$ cat src/design/gffra_pkg.sv
// Shared constants, result codes and controller/datapath bundles for the
// grid first-fit rectangle allocator. No dependencies.
package gffra_pkg;

    // Field widths of the channels
    localparam int TYPE_W     = 2;
    localparam int ID_IN_W    = 8;
    localparam int SIZE_W     = 5;
    localparam int POS_W      = 4;
    localparam int CFG_IDX_W  = 1;
    localparam int CFG_DATA_W = 5;

    // Parameter defaults
    localparam int DEF_MAX_COLS = 16;
    localparam int DEF_MAX_ROWS = 16;
    localparam int DEF_ID_BITS  = 8;

    localparam logic [CFG_DATA_W-1:0] GRID_RESET = 5'd10;

    // Request types
    localparam logic [TYPE_W-1:0] REQ_PLACE  = 2'd0;
    localparam logic [TYPE_W-1:0] REQ_READ   = 2'd1;
    localparam logic [TYPE_W-1:0] REQ_REMOVE = 2'd2;

    // Configuration register indexes
    localparam logic [CFG_IDX_W-1:0] CFG_COLS = 1'd0;
    localparam logic [CFG_IDX_W-1:0] CFG_ROWS = 1'd1;

    // Result staging operations
    localparam int RES_W = 3;
    localparam logic [RES_W-1:0] RES_HOLD   = 3'd0;
    localparam logic [RES_W-1:0] RES_ZERO   = 3'd1;
    localparam logic [RES_W-1:0] RES_PLACE  = 3'd2;
    localparam logic [RES_W-1:0] RES_READ   = 3'd3;
    localparam logic [RES_W-1:0] RES_REMOVE = 3'd4;

    typedef struct packed {
        logic             req_ready;
        logic             scan_start;
        logic             scan_next;
        logic             occ_set;
        logic             fill_start;
        logic             fill_run;
        logic             sweep_start;
        logic             sweep_run;
        logic             sweep_sel;
        logic [RES_W-1:0] res_op;
        logic             rsp_load;
    } gffra_cmd_t;

    typedef struct packed {
        logic              req_fire;
        logic [TYPE_W-1:0] req_type;
        logic              place_ok;
        logic              fit;
        logic              scan_last;
        logic              fill_last;
        logic              cell_ok;
        logic              sweep_last;
        logic              out_free;
    } gffra_stat_t;

endpackage

$ cat src/design/gffra_if.sv
// Valid/ready channel interfaces: request, result and configuration write.
// Depends on gffra_pkg for field widths.
interface gffra_req_if;
    import gffra_pkg::*;
    logic                valid;
    logic                ready;
    logic [TYPE_W-1:0]   req_type;
    logic [ID_IN_W-1:0]  item_id;
    logic [SIZE_W-1:0]   item_cols;
    logic [SIZE_W-1:0]   item_rows;
    logic [POS_W-1:0]    pos_x;
    logic [POS_W-1:0]    pos_y;

    modport source (output valid, req_type, item_id, item_cols, item_rows, pos_x, pos_y,
                    input ready);
    modport sink (input valid, req_type, item_id, item_cols, item_rows, pos_x, pos_y,
                  output ready);
endinterface

interface gffra_rsp_if;
    import gffra_pkg::*;
    logic               valid;
    logic               ready;
    logic               ok;
    logic [POS_W-1:0]   slot_x;
    logic [POS_W-1:0]   slot_y;
    logic [ID_IN_W-1:0] found_id;

    modport source (output valid, ok, slot_x, slot_y, found_id, input ready);
    modport sink (input valid, ok, slot_x, slot_y, found_id, output ready);
endinterface

interface gffra_cfg_if;
    import gffra_pkg::*;
    logic                  valid;
    logic                  ready;
    logic [CFG_IDX_W-1:0]  addr;
    logic [CFG_DATA_W-1:0] data;

    modport source (output valid, addr, data, input ready);
    modport sink (input valid, addr, data, output ready);
endinterface

$ cat src/design/gffra_ctrl.sv
// Sequencer for the allocator: decodes a request and steps the datapath
// through scan, fill, sweep and result hand-off. Depends on gffra_pkg.
module gffra_ctrl (
    input  logic                  clk,
    input  logic                  rst_n,
    input  gffra_pkg::gffra_stat_t st,
    output gffra_pkg::gffra_cmd_t  cmd
);
    import gffra_pkg::*;

    localparam logic [3:0] S_IDLE     = 4'd0;
    localparam logic [3:0] S_DECODE   = 4'd1;
    localparam logic [3:0] S_PL_SCAN  = 4'd2;
    localparam logic [3:0] S_PL_FILL  = 4'd3;
    localparam logic [3:0] S_RD_DATA  = 4'd4;
    localparam logic [3:0] S_RM_DATA  = 4'd5;
    localparam logic [3:0] S_RM_SWEEP = 4'd6;
    localparam logic [3:0] S_RM_DRAIN = 4'd7;
    localparam logic [3:0] S_RESP     = 4'd8;

    logic [3:0] state_reg;
    logic [3:0] state_next;

    always_ff @(posedge clk or negedge rst_n)
    begin
        if (!rst_n)
        begin
            state_reg <= S_IDLE;
        end
        else
        begin
            state_reg <= state_next;
        end
    end

    always_comb
    begin
        cmd        = '0;
        state_next = state_reg;
        case (state_reg)
            S_IDLE:
            begin
                cmd.req_ready = 1'b1;
                if (st.req_fire)
                begin
                    state_next = S_DECODE;
                end
            end
            S_DECODE:
            begin
                // cell read for read/remove is issued here
                case (st.req_type)
                    REQ_PLACE:
                    begin
                        if (st.place_ok)
                        begin
                            cmd.scan_start = 1'b1;
                            state_next     = S_PL_SCAN;
                        end
                        else
                        begin
                            cmd.res_op = RES_ZERO;
                            state_next = S_RESP;
                        end
                    end
                    REQ_READ:   state_next = S_RD_DATA;
                    REQ_REMOVE: state_next = S_RM_DATA;
                    default:
                    begin
                        cmd.res_op = RES_ZERO;
                        state_next = S_RESP;
                    end
                endcase
            end
            S_PL_SCAN:
            begin
                if (st.fit)
                begin
                    cmd.occ_set    = 1'b1;
                    cmd.res_op     = RES_PLACE;
                    cmd.fill_start = 1'b1;
                    state_next     = S_PL_FILL;
                end
                else if (st.scan_last)
                begin
                    cmd.res_op = RES_ZERO;
                    state_next = S_RESP;
                end
                else
                begin
                    cmd.scan_next = 1'b1;
                end
            end
            S_PL_FILL:
            begin
                cmd.fill_run = 1'b1;
                if (st.fill_last)
                begin
                    state_next = S_RESP;
                end
            end
            S_RD_DATA:
            begin
                cmd.res_op = RES_READ;
                state_next = S_RESP;
            end
            S_RM_DATA:
            begin
                if (st.cell_ok)
                begin
                    cmd.res_op      = RES_REMOVE;
                    cmd.sweep_start = 1'b1;
                    state_next      = S_RM_SWEEP;
                end
                else
                begin
                    cmd.res_op = RES_ZERO;
                    state_next = S_RESP;
                end
            end
            S_RM_SWEEP:
            begin
                cmd.sweep_sel = 1'b1;
                cmd.sweep_run = 1'b1;
                if (st.sweep_last)
                begin
                    state_next = S_RM_DRAIN;
                end
            end
            S_RM_DRAIN:
            begin
                // last compare of the sweep retires here
                state_next = S_RESP;
            end
            S_RESP:
            begin
                if (st.out_free)
                begin
                    cmd.rsp_load = 1'b1;
                    state_next   = S_IDLE;
                end
            end
            default:
            begin
                state_next = S_IDLE;
            end
        endcase
    end

endmodule

$ cat src/design/gffra_dp.sv
// Allocator datapath: grid registers, occupancy bits, owner id memory,
// scan/fill/sweep counters, result staging and output register.
// Depends on gffra_pkg and the channel interfaces in gffra_if.sv.
module gffra_dp #(
    parameter int MAX_COLS = gffra_pkg::DEF_MAX_COLS,
    parameter int MAX_ROWS = gffra_pkg::DEF_MAX_ROWS,
    parameter int ID_BITS  = gffra_pkg::DEF_ID_BITS
) (
    input  logic                   clk,
    input  logic                   rst_n,
    gffra_req_if.sink              req,
    gffra_rsp_if.source            rsp,
    gffra_cfg_if.sink              cfg,
    input  gffra_pkg::gffra_cmd_t  cmd,
    output gffra_pkg::gffra_stat_t st
);
    import gffra_pkg::*;

    localparam int DEPTH = MAX_COLS * MAX_ROWS;
    localparam int AW    = (DEPTH > 1) ? $clog2(DEPTH) : 1;

    // configuration
    logic [CFG_DATA_W-1:0] cols_reg;
    logic [CFG_DATA_W-1:0] rows_reg;
    logic [SIZE_W-1:0]     act_cols;
    logic [SIZE_W-1:0]     act_rows;

    // captured request
    logic [TYPE_W-1:0]  type_reg;
    logic [ID_BITS-1:0] id_reg;
    logic [SIZE_W-1:0]  w_reg;
    logic [SIZE_W-1:0]  h_reg;
    logic [POS_W-1:0]   px_reg;
    logic [POS_W-1:0]   py_reg;
    logic [23:0]        id_ext;
    logic               req_fire;

    // counters
    logic [SIZE_W-1:0] r_reg;
    logic [SIZE_W-1:0] c_reg;
    logic [SIZE_W-1:0] k_reg;
    logic [SIZE_W-1:0] l_reg;
    logic [SIZE_W-1:0] sr_reg;
    logic [SIZE_W-1:0] sc_reg;
    logic [SIZE_W:0]   r_end;
    logic [SIZE_W:0]   c_end;
    logic [SIZE_W:0]   fr;
    logic [SIZE_W:0]   fc;

    // grid storage
    logic [DEPTH-1:0]   occ_reg;
    logic [ID_BITS-1:0] mem [DEPTH];
    logic [ID_BITS-1:0] rdata_reg;
    logic [MAX_ROWS-1:0] row_in;
    logic [MAX_COLS-1:0] col_in;
    logic [DEPTH-1:0]    rect;
    logic [AW-1:0]       fill_addr;
    logic [AW-1:0]       cell_addr;
    logic [AW-1:0]       sweep_addr;
    logic [AW-1:0]       raddr;
    logic                in_range;
    logic                cell_occ;
    logic                sw_vld_reg;
    logic [AW-1:0]       sw_addr_reg;
    logic [ID_BITS-1:0]  victim_reg;

    // result staging and output
    logic               res_ok_reg;
    logic [POS_W-1:0]   res_x_reg;
    logic [POS_W-1:0]   res_y_reg;
    logic [ID_BITS-1:0] res_fid_reg;
    logic [23:0]        fid_ext;
    logic               rsp_vld_reg;
    logic               rsp_ok_reg;
    logic [POS_W-1:0]   rsp_x_reg;
    logic [POS_W-1:0]   rsp_y_reg;
    logic [ID_IN_W-1:0] rsp_fid_reg;

    assign cfg.ready = 1'b1;

    always_ff @(posedge clk or negedge rst_n)
    begin
        if (!rst_n)
        begin
            cols_reg <= GRID_RESET;
            rows_reg <= GRID_RESET;
        end
        else if (cfg.valid)
        begin
            case (cfg.addr)
                CFG_COLS: cols_reg <= cfg.data;
                CFG_ROWS: rows_reg <= cfg.data;
                default:  ;
            endcase
        end
    end

    assign act_cols = (int'(cols_reg) > MAX_COLS) ? SIZE_W'(MAX_COLS) : cols_reg;
    assign act_rows = (int'(rows_reg) > MAX_ROWS) ? SIZE_W'(MAX_ROWS) : rows_reg;

    // request capture
    assign req.ready = cmd.req_ready;
    assign req_fire  = req.valid && cmd.req_ready;
    assign id_ext    = {16'b0, req.item_id};

    always_ff @(posedge clk)
    begin
        if (req_fire)
        begin
            type_reg <= req.req_type;
            id_reg   <= id_ext[ID_BITS-1:0];
            w_reg    <= req.item_cols;
            h_reg    <= req.item_rows;
            px_reg   <= req.pos_x;
            py_reg   <= req.pos_y;
        end
    end

    // rectangle mask for the current corner
    assign r_end = (SIZE_W+1)'(r_reg) + (SIZE_W+1)'(h_reg);
    assign c_end = (SIZE_W+1)'(c_reg) + (SIZE_W+1)'(w_reg);

    for (genvar i = 0; i < MAX_ROWS; i++)
    begin : g_row
        assign row_in[i] = (7'(i) >= 7'(r_reg)) && (7'(i) < 7'(r_end));
    end

    for (genvar j = 0; j < MAX_COLS; j++)
    begin : g_col
        assign col_in[j] = (7'(j) >= 7'(c_reg)) && (7'(j) < 7'(c_end));
    end

    for (genvar i = 0; i < MAX_ROWS; i++)
    begin : g_mr
        for (genvar j = 0; j < MAX_COLS; j++)
        begin : g_mc
            assign rect[i*MAX_COLS + j] = row_in[i] & col_in[j];
        end
    end

    // corner scan, fill and sweep counters
    always_ff @(posedge clk or negedge rst_n)
    begin
        if (!rst_n)
        begin
            r_reg  <= '0;
            c_reg  <= '0;
            k_reg  <= '0;
            l_reg  <= '0;
            sr_reg <= '0;
            sc_reg <= '0;
        end
        else
        begin
            if (cmd.scan_start)
            begin
                r_reg <= '0;
                c_reg <= '0;
            end
            else if (cmd.scan_next)
            begin
                if (c_end < (SIZE_W+1)'(act_cols))
                begin
                    c_reg <= c_reg + 1'b1;
                end
                else
                begin
                    c_reg <= '0;
                    r_reg <= r_reg + 1'b1;
                end
            end

            if (cmd.fill_start)
            begin
                k_reg <= '0;
                l_reg <= '0;
            end
            else if (cmd.fill_run)
            begin
                if ((SIZE_W+1)'(l_reg) + 1'b1 < (SIZE_W+1)'(w_reg))
                begin
                    l_reg <= l_reg + 1'b1;
                end
                else
                begin
                    l_reg <= '0;
                    k_reg <= k_reg + 1'b1;
                end
            end

            if (cmd.sweep_start)
            begin
                sr_reg <= '0;
                sc_reg <= '0;
            end
            else if (cmd.sweep_run)
            begin
                if ((SIZE_W+1)'(sc_reg) + 1'b1 < (SIZE_W+1)'(act_cols))
                begin
                    sc_reg <= sc_reg + 1'b1;
                end
                else
                begin
                    sc_reg <= '0;
                    sr_reg <= sr_reg + 1'b1;
                end
            end
        end
    end

    assign fr        = (SIZE_W+1)'(r_reg) + (SIZE_W+1)'(k_reg);
    assign fc        = (SIZE_W+1)'(c_reg) + (SIZE_W+1)'(l_reg);
    assign fill_addr = AW'(int'(fr) * MAX_COLS + int'(fc));

    assign in_range  = ({1'b0, px_reg} < act_cols) && ({1'b0, py_reg} < act_rows);
    assign cell_addr = in_range ? AW'(int'(py_reg) * MAX_COLS + int'(px_reg)) : '0;
    assign cell_occ  = occ_reg[cell_addr];

    assign sweep_addr = AW'(int'(sr_reg) * MAX_COLS + int'(sc_reg));
    assign raddr      = cmd.sweep_sel ? sweep_addr : cell_addr;

    // owner id memory: one write port, one registered read port
    always_ff @(posedge clk)
    begin
        if (cmd.fill_run)
        begin
            mem[fill_addr] <= id_reg;
        end
        rdata_reg <= mem[raddr];
    end

    // occupancy bits: set a whole rectangle, clear one swept cell
    always_ff @(posedge clk or negedge rst_n)
    begin
        if (!rst_n)
        begin
            occ_reg     <= '0;
            sw_vld_reg  <= 1'b0;
            sw_addr_reg <= '0;
        end
        else
        begin
            sw_vld_reg  <= cmd.sweep_run;
            sw_addr_reg <= sweep_addr;
            if (cmd.occ_set)
            begin
                occ_reg <= occ_reg | rect;
            end
            else if (sw_vld_reg && (rdata_reg == victim_reg))
            begin
                occ_reg[sw_addr_reg] <= 1'b0;
            end
        end
    end

    // result staging
    always_ff @(posedge clk)
    begin
        case (cmd.res_op)
            RES_ZERO:
            begin
                res_ok_reg  <= 1'b0;
                res_x_reg   <= '0;
                res_y_reg   <= '0;
                res_fid_reg <= '0;
            end
            RES_PLACE:
            begin
                res_ok_reg  <= 1'b1;
                res_x_reg   <= c_reg[POS_W-1:0];
                res_y_reg   <= r_reg[POS_W-1:0];
                res_fid_reg <= '0;
            end
            RES_READ:
            begin
                res_ok_reg  <= in_range;
                res_x_reg   <= '0;
                res_y_reg   <= '0;
                res_fid_reg <= (in_range && cell_occ) ? rdata_reg : '0;
            end
            RES_REMOVE:
            begin
                res_ok_reg  <= 1'b1;
                res_x_reg   <= '0;
                res_y_reg   <= '0;
                res_fid_reg <= rdata_reg;
                victim_reg  <= rdata_reg;
            end
            default: ;
        endcase
    end

    // output register
    assign fid_ext = 24'(res_fid_reg);

    always_ff @(posedge clk or negedge rst_n)
    begin
        if (!rst_n)
        begin
            rsp_vld_reg <= 1'b0;
        end
        else if (cmd.rsp_load)
        begin
            rsp_vld_reg <= 1'b1;
        end
        else if (rsp.ready)
        begin
            rsp_vld_reg <= 1'b0;
        end
    end

    always_ff @(posedge clk)
    begin
        if (cmd.rsp_load)
        begin
            rsp_ok_reg  <= res_ok_reg;
            rsp_x_reg   <= res_x_reg;
            rsp_y_reg   <= res_y_reg;
            rsp_fid_reg <= fid_ext[ID_IN_W-1:0];
        end
    end

    assign rsp.valid    = rsp_vld_reg;
    assign rsp.ok       = rsp_ok_reg;
    assign rsp.slot_x   = rsp_x_reg;
    assign rsp.slot_y   = rsp_y_reg;
    assign rsp.found_id = rsp_fid_reg;

    // status to the sequencer
    assign st.req_fire   = req_fire;
    assign st.req_type   = type_reg;
    assign st.place_ok   = (id_reg != '0) && (w_reg != '0) && (h_reg != '0)
                           && (w_reg <= act_cols) && (h_reg <= act_rows);
    assign st.fit        = ~|(occ_reg & rect);
    assign st.scan_last  = (r_end >= (SIZE_W+1)'(act_rows))
                           && (c_end >= (SIZE_W+1)'(act_cols));
    assign st.fill_last  = ((SIZE_W+1)'(l_reg) + 1'b1 >= (SIZE_W+1)'(w_reg))
                           && ((SIZE_W+1)'(k_reg) + 1'b1 >= (SIZE_W+1)'(h_reg));
    assign st.cell_ok    = in_range && cell_occ;
    assign st.sweep_last = ((SIZE_W+1)'(sc_reg) + 1'b1 >= (SIZE_W+1)'(act_cols))
                           && ((SIZE_W+1)'(sr_reg) + 1'b1 >= (SIZE_W+1)'(act_rows));
    assign st.out_free   = !rsp_vld_reg || rsp.ready;

endmodule

$ cat src/design/grid_first_fit_rect_allocator_top.sv
// Top level of the grid first-fit rectangle allocator.
// Depends on gffra_pkg, gffra_if.sv, gffra_ctrl and gffra_dp.
//
// Channels: req (valid/ready) carries one request transaction: place a
// rectangle, read a cell, or remove the item covering a cell. rsp returns
// exactly one result transaction per request, in order. cfg writes the
// active grid width (index 0) and height (index 1); it is always ready and
// must only be written while no request is in flight.
//
// Steps after a request is accepted, up to the load of the output register:
//   read:   decode with the cell read issued, then the read data is staged.
//   place:  decode, the corner scan, then the fill of the rectangle;
//           the corner scan tests one corner per cycle against all occupancy
//           bits at once, and the fill writes one cell per cycle through the
//           single write port of the owner memory.
//   remove: decode with the cell read, the victim is staged, then every active
//           cell is swept and the last compare drains; the owner memory is
//           swept one cell per cycle to clear every cell of the victim.
// The next request is accepted the cycle after the result is loaded, so a
// result may wait in the output register while the next request is worked.
// Reset clears all occupancy bits at once (owner memory needs no clearing),
// sets the grid to 10 x 10 and empties the output register. If the receiver
// stalls, hold the result and stop at the hand-off of the next result.
module grid_first_fit_rect_allocator_top #(
    parameter int MAX_COLS = gffra_pkg::DEF_MAX_COLS,
    parameter int MAX_ROWS = gffra_pkg::DEF_MAX_ROWS,
    parameter int ID_BITS  = gffra_pkg::DEF_ID_BITS
) (
    input logic         clk,
    input logic         rst_n,
    gffra_req_if.sink   req,
    gffra_rsp_if.source rsp,
    gffra_cfg_if.sink   cfg
);
    import gffra_pkg::*;

    gffra_cmd_t  cmd;
    gffra_stat_t st;

    // sequencer: one request at a time
    gffra_ctrl u_ctrl (
        .clk   (clk),
        .rst_n (rst_n),
        .st    (st),
        .cmd   (cmd)
    );

    // grid storage, counters and channel registers
    gffra_dp #(
        .MAX_COLS (MAX_COLS),
        .MAX_ROWS (MAX_ROWS),
        .ID_BITS  (ID_BITS)
    ) u_dp (
        .clk   (clk),
        .rst_n (rst_n),
        .req   (req),
        .rsp   (rsp),
        .cfg   (cfg),
        .cmd   (cmd),
        .st    (st)
    );

    // Never overwrite a result that has not been taken.
    a_no_overwrite: assert property (@(posedge clk) disable iff (!rst_n)
        cmd.rsp_load |-> st.out_free)
        else $error("result loaded while output register still occupied");

    // Stop taking requests once one is in flight.
    a_one_in_flight: assert property (@(posedge clk) disable iff (!rst_n)
        (req.valid && req.ready) |=> !req.ready)
        else $error("request accepted while another is in flight");

    // Grid updates only happen while a request is being worked.
    a_no_update_idle: assert property (@(posedge clk) disable iff (!rst_n)
        cmd.req_ready |-> !(cmd.fill_run || cmd.sweep_run || cmd.occ_set))
        else $error("grid update while idle");

    // Mark a rectangle occupied only where it was found free.
    a_set_when_free: assert property (@(posedge clk) disable iff (!rst_n)
        cmd.occ_set |-> st.fit)
        else $error("rectangle claimed over occupied cells");

endmodule
$ cat src/flat_wrapper.sv
// flat-port wrapper written by rule: the top's interface ports become plain ports
module grid_first_fit_rect_allocator_top_flat import gffra_pkg::*;
#(
    parameter int MAX_COLS = gffra_pkg::DEF_MAX_COLS,
    parameter int MAX_ROWS = gffra_pkg::DEF_MAX_ROWS,
    parameter int ID_BITS  = gffra_pkg::DEF_ID_BITS
)
  (clk, rst_n, req_valid, req_req_type, req_item_id, req_item_cols, req_item_rows, req_pos_x, req_pos_y, req_ready, rsp_valid, rsp_ok, rsp_slot_x, rsp_slot_y, rsp_found_id, rsp_ready, cfg_valid, cfg_addr, cfg_data, cfg_ready);
  gffra_req_if req_i ();
  gffra_rsp_if rsp_i ();
  gffra_cfg_if cfg_i ();
  input logic clk;
  input logic rst_n;
  input wire logic [$bits(req_i.valid)-1:0] req_valid;
  input wire logic [$bits(req_i.req_type)-1:0] req_req_type;
  input wire logic [$bits(req_i.item_id)-1:0] req_item_id;
  input wire logic [$bits(req_i.item_cols)-1:0] req_item_cols;
  input wire logic [$bits(req_i.item_rows)-1:0] req_item_rows;
  input wire logic [$bits(req_i.pos_x)-1:0] req_pos_x;
  input wire logic [$bits(req_i.pos_y)-1:0] req_pos_y;
  output wire logic [$bits(req_i.ready)-1:0] req_ready;
  output wire logic [$bits(rsp_i.valid)-1:0] rsp_valid;
  output wire logic [$bits(rsp_i.ok)-1:0] rsp_ok;
  output wire logic [$bits(rsp_i.slot_x)-1:0] rsp_slot_x;
  output wire logic [$bits(rsp_i.slot_y)-1:0] rsp_slot_y;
  output wire logic [$bits(rsp_i.found_id)-1:0] rsp_found_id;
  input wire logic [$bits(rsp_i.ready)-1:0] rsp_ready;
  input wire logic [$bits(cfg_i.valid)-1:0] cfg_valid;
  input wire logic [$bits(cfg_i.addr)-1:0] cfg_addr;
  input wire logic [$bits(cfg_i.data)-1:0] cfg_data;
  output wire logic [$bits(cfg_i.ready)-1:0] cfg_ready;
  assign req_i.valid = req_valid;
  assign req_i.req_type = req_req_type;
  assign req_i.item_id = req_item_id;
  assign req_i.item_cols = req_item_cols;
  assign req_i.item_rows = req_item_rows;
  assign req_i.pos_x = req_pos_x;
  assign req_i.pos_y = req_pos_y;
  assign req_ready = req_i.ready;
  assign rsp_valid = rsp_i.valid;
  assign rsp_ok = rsp_i.ok;
  assign rsp_slot_x = rsp_i.slot_x;
  assign rsp_slot_y = rsp_i.slot_y;
  assign rsp_found_id = rsp_i.found_id;
  assign rsp_i.ready = rsp_ready;
  assign cfg_i.valid = cfg_valid;
  assign cfg_i.addr = cfg_addr;
  assign cfg_i.data = cfg_data;
  assign cfg_ready = cfg_i.ready;
  grid_first_fit_rect_allocator_top #(.MAX_COLS(MAX_COLS), .MAX_ROWS(MAX_ROWS), .ID_BITS(ID_BITS)) u_core (.clk(clk), .rst_n(rst_n), .req(req_i), .rsp(rsp_i), .cfg(cfg_i));
endmodule
$ cat config.mk
export PLATFORM = sky130hd
export DESIGN_NAME = grid_first_fit_rect_allocator_top_flat
export DESIGN_NICKNAME = d
export VERILOG_FILES = /design/src/design/gffra_pkg.sv /design/src/design/gffra_if.sv /design/src/design/gffra_ctrl.sv /design/src/design/gffra_dp.sv /design/src/design/grid_first_fit_rect_allocator_top.sv /design/src/flat_wrapper.sv
export SDC_FILE = /design/constraint.sdc
export NUM_CORES = 2
export LEC_CHECK = 0
export BUFFER_PORTS_ARGS = -buffer_cell sky130_fd_sc_hd__buf_2
export CAP_MARGIN = 30
export CORE_ASPECT_RATIO = 0.75
export CORE_UTILIZATION = 29
export CTS_CLUSTER_DIAMETER = 40
export DETAILED_ROUTE_END_ITERATION = 12
export SLEW_MARGIN = 20
export SYNTH_ARGS = -nofsm -noshare
export SYNTH_HDL_FRONTEND = slang
export SYNTH_SLANG_ARGS = --single-unit
export TNS_END_PERCENT = 5
$ cat constraint.sdc
create_clock -name clk -period 5.1 [get_ports clk]
set_input_delay 1.02 -clock clk [delete_from_list [all_inputs] [get_ports clk]]
set_output_delay 1.02 -clock clk [all_outputs]
set_load 0.01 [all_outputs]
==> impl_results.html <==
<table>
<tr><th>Metric</th><th>Value</th></tr>
<tr><th colspan="2">Clock tree</th></tr>
<tr><td>Clock-pin slew reported for the worst setup and hold paths after clock tree synthesis</td><td>~0.06 ns</td></tr>
<tr><td>Clock network latency to the later pin of the worst-skew pair</td><td>~0.9 ns</td></tr>
<tr><td>Largest buffer count on any clock path</td><td>4</td></tr>
<tr><td>Level count of the clock H-tree</td><td>5</td></tr>
<tr><td>TritonCTS Buffers</td><td>334</td></tr>
<tr><td>CTS tree</td><td>done</td></tr>
<tr><td>Number of sinks driven by the clock tree</td><td>about 2400</td></tr>
<tr><td>Root Driver</td><td>sky130_fd_sc_hd__clkbuf_16</td></tr>
<tr><th colspan="2">Detailed routing</th></tr>
<tr><td>Total Wirelength</td><td>about 390000 µm</td></tr>
<tr><td>Vias after detailed routing</td><td>~77000</td></tr>
<tr><td>Post-route DRC violation count</td><td>0</td></tr>
<tr><td>Routed wirelength normalized by instance count</td><td>27.6 µm</td></tr>
<tr><td>Post-DRT Antenna Nets</td><td>0</td></tr>
<tr><td>Via-to-Cell Ratio</td><td>around 5.5</td></tr>
<tr><td>Number of DRC markers after the initial detailed-route iteration</td><td>between 10000 and 15000</td></tr>
<tr><td>First drt pass iteration count</td><td>9</td></tr>
<tr><th colspan="2">Timing</th></tr>
<tr><td>Setup repair after global routing missed its margin</td><td>true</td></tr>
<tr><td>Least-Margin Pin Slew</td><td>approximately 1.2 ns</td></tr>
<tr><td>Crit path time final</td><td>approximately 5.3 ns</td></tr>
<tr><td>Final setup margin</td><td>-0.196 ns</td></tr>
<tr><td>Setup-violating endpoint count in the final report</td><td>about 270</td></tr>
<tr><td>Ratio of final minimum period to clock period</td><td>104%</td></tr>
<tr><td>Final-layout worst hold slack</td><td>between 0.1 and 0.15 ns</td></tr>
<tr><td>Setup Skew</td><td>between 0.08 and 0.09 ns</td></tr>
<tr><td>Max-slew violation count</td><td>0</td></tr>
<tr><td>Accumulated negative setup slack</td><td>-22.59 ns</td></tr>
<tr><td>Achievable Freq</td><td>around 0.19 GHz</td></tr>
<tr><td>Remaining max-slew budget at the tightest pin</td><td>between 20% and 30%</td></tr>
<tr><td>Number of failing hold endpoints at the final stage</td><td>0</td></tr>
<tr><th colspan="2">Critical path</th></tr>
<tr><td>Cell-by-cell listing of the critical path</td><td>ha_2, inv_2, fa_2, xnor2_4, buf_4, nor2_4, buf_6, a21boi_2, buf_4, buf_4, a22oi_1, a21oi_1, or3_4, nor4_4, nand4_1, buf_6, nor3_4, buf_6, buf_12, buf_12, buf_4, or4_1, a32o_1</td></tr>
<tr><td>Worst reg2reg path endpoint</td><td>u_core.u_dp.occ_reg[120]$_DFFE_PN0P_</td></tr>
<tr><td>Reg2Reg Launch Point</td><td>u_core.u_dp.w_reg[0]$_DFFE_PP_</td></tr>
<tr><td>Crit path top cell by count</td><td>sky130_fd_sc_hd__buf_4</td></tr>
<tr><td>Signal arrival time at the worst endpoint</td><td>~6.1 ns</td></tr>
<tr><td>CP endpoint kind</td><td>flop</td></tr>
<tr><td>Critical-path top delay cell</td><td>sky130_fd_sc_hd__or4_1</td></tr>
<tr><td>Critical path startpoint category</td><td>flop</td></tr>
<tr><td>Required time at the worst-slack endpoint</td><td>~6 ns</td></tr>
<tr><td>Reg2Reg Setup Slack</td><td>-0.20 ns</td></tr>
<tr><td>Worst r2r path cells</td><td>23</td></tr>
<tr><td>Maximum cell stage delay along the critical path</td><td>0.52 ns</td></tr>
<tr><td>Worst Path Max Fanout</td><td>18</td></tr>
<tr><td>Type of the worst setup path</td><td>reg -&gt; reg</td></tr>
<tr><th colspan="2">Global routing</th></tr>
<tr><td>Antenna violations before repair</td><td>28</td></tr>
<tr><td>Overall routing resource usage</td><td>about a fifth</td></tr>
<tr><td>Number of global-route vias before repair</td><td>about 74000</td></tr>
<tr><td>Congestion Overflow GR</td><td>0</td></tr>
<tr><td>First-pass GRT wire length</td><td>~550000 µm</td></tr>
<tr><td>Pin count of the biggest net entering global routing</td><td>195</td></tr>
<tr><th colspan="2">Status</th></tr>
<tr><td>Run status</td><td>finished with violations</td></tr>
<tr><td>Violations in the final reports</td><td>setup timing</td></tr>
<tr><th colspan="2">Synthesis</th></tr>
<tr><td>Yosys warnings</td><td>0</td></tr>
<tr><td>Synthesized area per cell</td><td>approximately 13 µm²</td></tr>
<tr><td>Cells taking the most area after synthesis</td><td>sky130_fd_sc_hd__edfxtp_1, sky130_fd_sc_hd__dfrtp_1, sky130_fd_sc_hd__mux2i_1</td></tr>
<tr><td>Distinct cells, synth</td><td>slightly above 90</td></tr>
<tr><td>Number of storage elements in the synthesis netlist</td><td>approximately 2400</td></tr>
<tr><td>Post-synthesis instance area</td><td>roughly 100000 µm²</td></tr>
<tr><td>Post-synth EDFFs</td><td>approximately 2100</td></tr>
<tr><td>Synth area leader</td><td>sky130_fd_sc_hd__edfxtp_1</td></tr>
<tr><td>Seq/Total Area, Yosys</td><td>69.1%</td></tr>
<tr><td>Synth top area share</td><td>61.5%</td></tr>
<tr><td>Cells after Synth</td><td>roughly 8000</td></tr>
<tr><td>FFs w/ async S/R, synth</td><td>12.7%</td></tr>
<tr><td>Nets in the synthesized netlist</td><td>8141</td></tr>
<tr><td>Commonest register cell after synthesis</td><td>sky130_fd_sc_hd__edfxtp_1</td></tr>
<tr><th colspan="2">Die</th></tr>
<tr><td>Die boundary width</td><td>approximately 690 µm</td></tr>
<tr><td>Core region area</td><td>354000 µm²</td></tr>
<tr><td>Initial Util</td><td>between 20 and 30%</td></tr>
<tr><td>Chip height</td><td>between 500 and 600 µm</td></tr>
<tr><td>Number of top-level design ports</td><td>59</td></tr>
<tr><td>Placement row count</td><td>~190</td></tr>
<tr><td>Full die area</td><td>around 360000 µm²</td></tr>
<tr><th colspan="2">Finish</th></tr>
<tr><td>Max reg flops</td><td>~2000</td></tr>
<tr><td>Fraction of layout instances using a drive strength above 1</td><td>approximately 22%</td></tr>
<tr><td>Most frequent standard cell in the layout excluding fill and tap cells</td><td>sky130_fd_sc_hd__edfxtp_1</td></tr>
<tr><td>Post-route cell area</td><td>131000 µm²</td></tr>
<tr><td>Area Growth Syn to Fin</td><td>26.7%</td></tr>
<tr><td>Fill count</td><td>about 33000</td></tr>
<tr><td>Commonest non-fill, non-tap cells in the layout</td><td>sky130_fd_sc_hd__edfxtp_1, sky130_fd_sc_hd__nand2_1, sky130_fd_sc_hd__buf_4, sky130_fd_sc_hd__a21oi_1, sky130_fd_sc_hd__mux2i_1</td></tr>
<tr><td>Number of nets in the finished design</td><td>9224</td></tr>
<tr><td>Final standard cell count with taps included and fillers excluded</td><td>14100</td></tr>
<tr><th colspan="2">Place</th></tr>
<tr><td>Placed Instance Area</td><td>roughly 120000 µm²</td></tr>
<tr><td>Routability cong.</td><td>1.00</td></tr>
<tr><td>Cell Count Post-Placement</td><td>13400</td></tr>
<tr><td>Worst slack at placement</td><td>-0.649 ns</td></tr>
<tr><td>DPL Wire Length</td><td>between 200000 and 300000 µm</td></tr>
<tr><td>Number of port buffers</td><td>between 50 and 60</td></tr>
<tr><th colspan="2">Flow run</th></tr>
<tr><td>Number of maximum-capacitance constraint violations</td><td>0</td></tr>
<tr><th colspan="2">Min path</th></tr>
<tr><td>Hold/Removal Path Class</td><td>in -&gt; async</td></tr>
<tr><th colspan="2">Pwr</th></tr>
<tr><td>Pwr Density</td><td>around 520 nW/µm²</td></tr>
<tr><td>P_leak</td><td>between 0.04 and 0.05 µW</td></tr>
<tr><td>Worst voltage drop across the vdd grid</td><td>roughly 0.3 mV</td></tr>
</table>
## layout make-up
class	count	area, µm²	area share (%)
inverter	69	259	0.198
tap	4679	5850	4.46
antenna	9	22.5	0.0172
timing repair buffer	1306	11700	8.91
clock inverter	221	2430	1.85
clock buffer	385	8780	6.70
multi-input combinational	4951	30600	23.3
sequential	2436	71500	54.6
## cell families (layout without fill, tap and decap cells)
kind of cell               count (synthesis)  count (layout)  synth area share [%]
AOI/OAI and AO/OA                       1778            1778                  10.4
muxes                                    591             591                  5.98
adders and majority gates                 88              88                  1.10
DFF                                     2436            2436                  69.1
other                                      1              10               0.00362
buffers and inverters                    628            1981                  2.42
and+or+nand+nor                         2442            2442                  10.5
xor gates and xnor gates                  51              51                 0.432
## per-stage QoR
step,total power (µW),utilization (%)
detailed placement,44200,33.4
global route,70200,37.0
CTS,67900,36.8
global placement,44100,33.4
floorplan,33300,-
finish,68400,37.0
## timing repair
item | CTS | global route
setup buffers | 25 | 14
setup endpoints to repair | 308 | 317
resized for setup | 95 | 117
pin swaps | 23 | 26
cloned | 3 | 10
hold buffers | 0 | 0
## critical path: cells and delay by family (launching register included)
| kind | cells | cell delay [ns] |
|---|---|---|
| AO/OA/AOI/OAI | 4 | 1.17 |
| AND/OR/NAND/NOR | 6 | 1.05 |
| adder cells (fa/ha/maj) | 2 | 0.64 |
| buffers and inverters | 10 | 1.70 |
| XOR/XNOR | 1 | 0.22 |
| flip-flops | 1 | 0.36 |
## synth_stat cells (24+ instances only)
| library cell | number |
|---|---|
| sky130_fd_sc_hd__a211oi_1 | 29 |
| sky130_fd_sc_hd__a21oi_1 | 734 |
| sky130_fd_sc_hd__a222oi_1 | 26 |
| sky130_fd_sc_hd__a22o_1 | 35 |
| sky130_fd_sc_hd__a22oi_1 | 29 |
| sky130_fd_sc_hd__a31o_2 | 26 |
| sky130_fd_sc_hd__a31oi_1 | 181 |
| sky130_fd_sc_hd__and3_1 | 39 |
| sky130_fd_sc_hd__buf_1 | 80 |
| sky130_fd_sc_hd__clkbuf_1 | 442 |
| sky130_fd_sc_hd__dfrtp_1 | 306 |
| sky130_fd_sc_hd__edfxtp_1 | 2118 |
| sky130_fd_sc_hd__ha_1 | 82 |
| sky130_fd_sc_hd__inv_1 | 67 |
| sky130_fd_sc_hd__mux2i_1 | 552 |
| sky130_fd_sc_hd__nand2_1 | 1216 |
| sky130_fd_sc_hd__nand3_1 | 143 |
| sky130_fd_sc_hd__nor2_1 | 412 |
| sky130_fd_sc_hd__nor2b_1 | 47 |
| sky130_fd_sc_hd__nor3_1 | 185 |
| sky130_fd_sc_hd__nor4_1 | 265 |
| sky130_fd_sc_hd__o21a_1 | 27 |
| sky130_fd_sc_hd__o21ai_0 | 201 |
| sky130_fd_sc_hd__o22ai_1 | 267 |
| sky130_fd_sc_hd__or4_1 | 24 |
| sky130_fd_sc_hd__xnor2_1 | 33 |
## routing by layer
| layer | vias up | track usage (%) | part of all wire [%] |
|---|---|---|---|
| li1 | 32700 | - | - |
| met5 | - | 0.564 | 0.15 |
| met2 | 4711 | 28.6 | 40 |
| met3 | 756 | 6.36 | 12 |
| met4 | 20 | 6.53 | 3.4 |
| met1 | 38600 | 30.7 | 44 |
## how the worst max path moves through the flow
stage | from | endpoint | slack (ns) | depth (start not counted)
after floorplan | u_core.u_dp.id_reg[6]$_DFFE_PP_ | u_core.u_dp.res_x_reg[0]$_SDFFCE_PP0P_ | -0.02 | 10
after global placement | u_core.u_dp.h_reg[3]$_DFFE_PP_ | u_core.u_dp.occ_reg[2]$_DFFE_PN0P_ | -0.70 | 21
after detailed placement | u_core.u_dp.h_reg[4]$_DFFE_PP_ | u_core.u_dp.occ_reg[194]$_DFFE_PN0P_ | -0.65 | 22
after CTS | u_core.u_dp.w_reg[3]$_DFFE_PP_ | u_core.u_dp.occ_reg[191]$_DFFE_PN0P_ | -0.10 | 22
after global routing | u_core.u_dp.rows_reg[4]$_DFFE_PN0P_ | u_core.u_dp.rdata_reg[1]$_DFF_P_ | -0.26 | 21
final | u_core.u_dp.w_reg[0]$_DFFE_PP_ | u_core.u_dp.occ_reg[120]$_DFFE_PN0P_ | -0.20 | 23
## power by group
part	switching, µW	total [µW]	leakage, µW	internal [µW]
sequential	400	23300	0.0231	22900
combinational	14100	21700	0.0204	7520
clock	9190	23400	0.00539	14200
total	23700	68400	0.0489	44700
(Power assumes the default switching activity.)
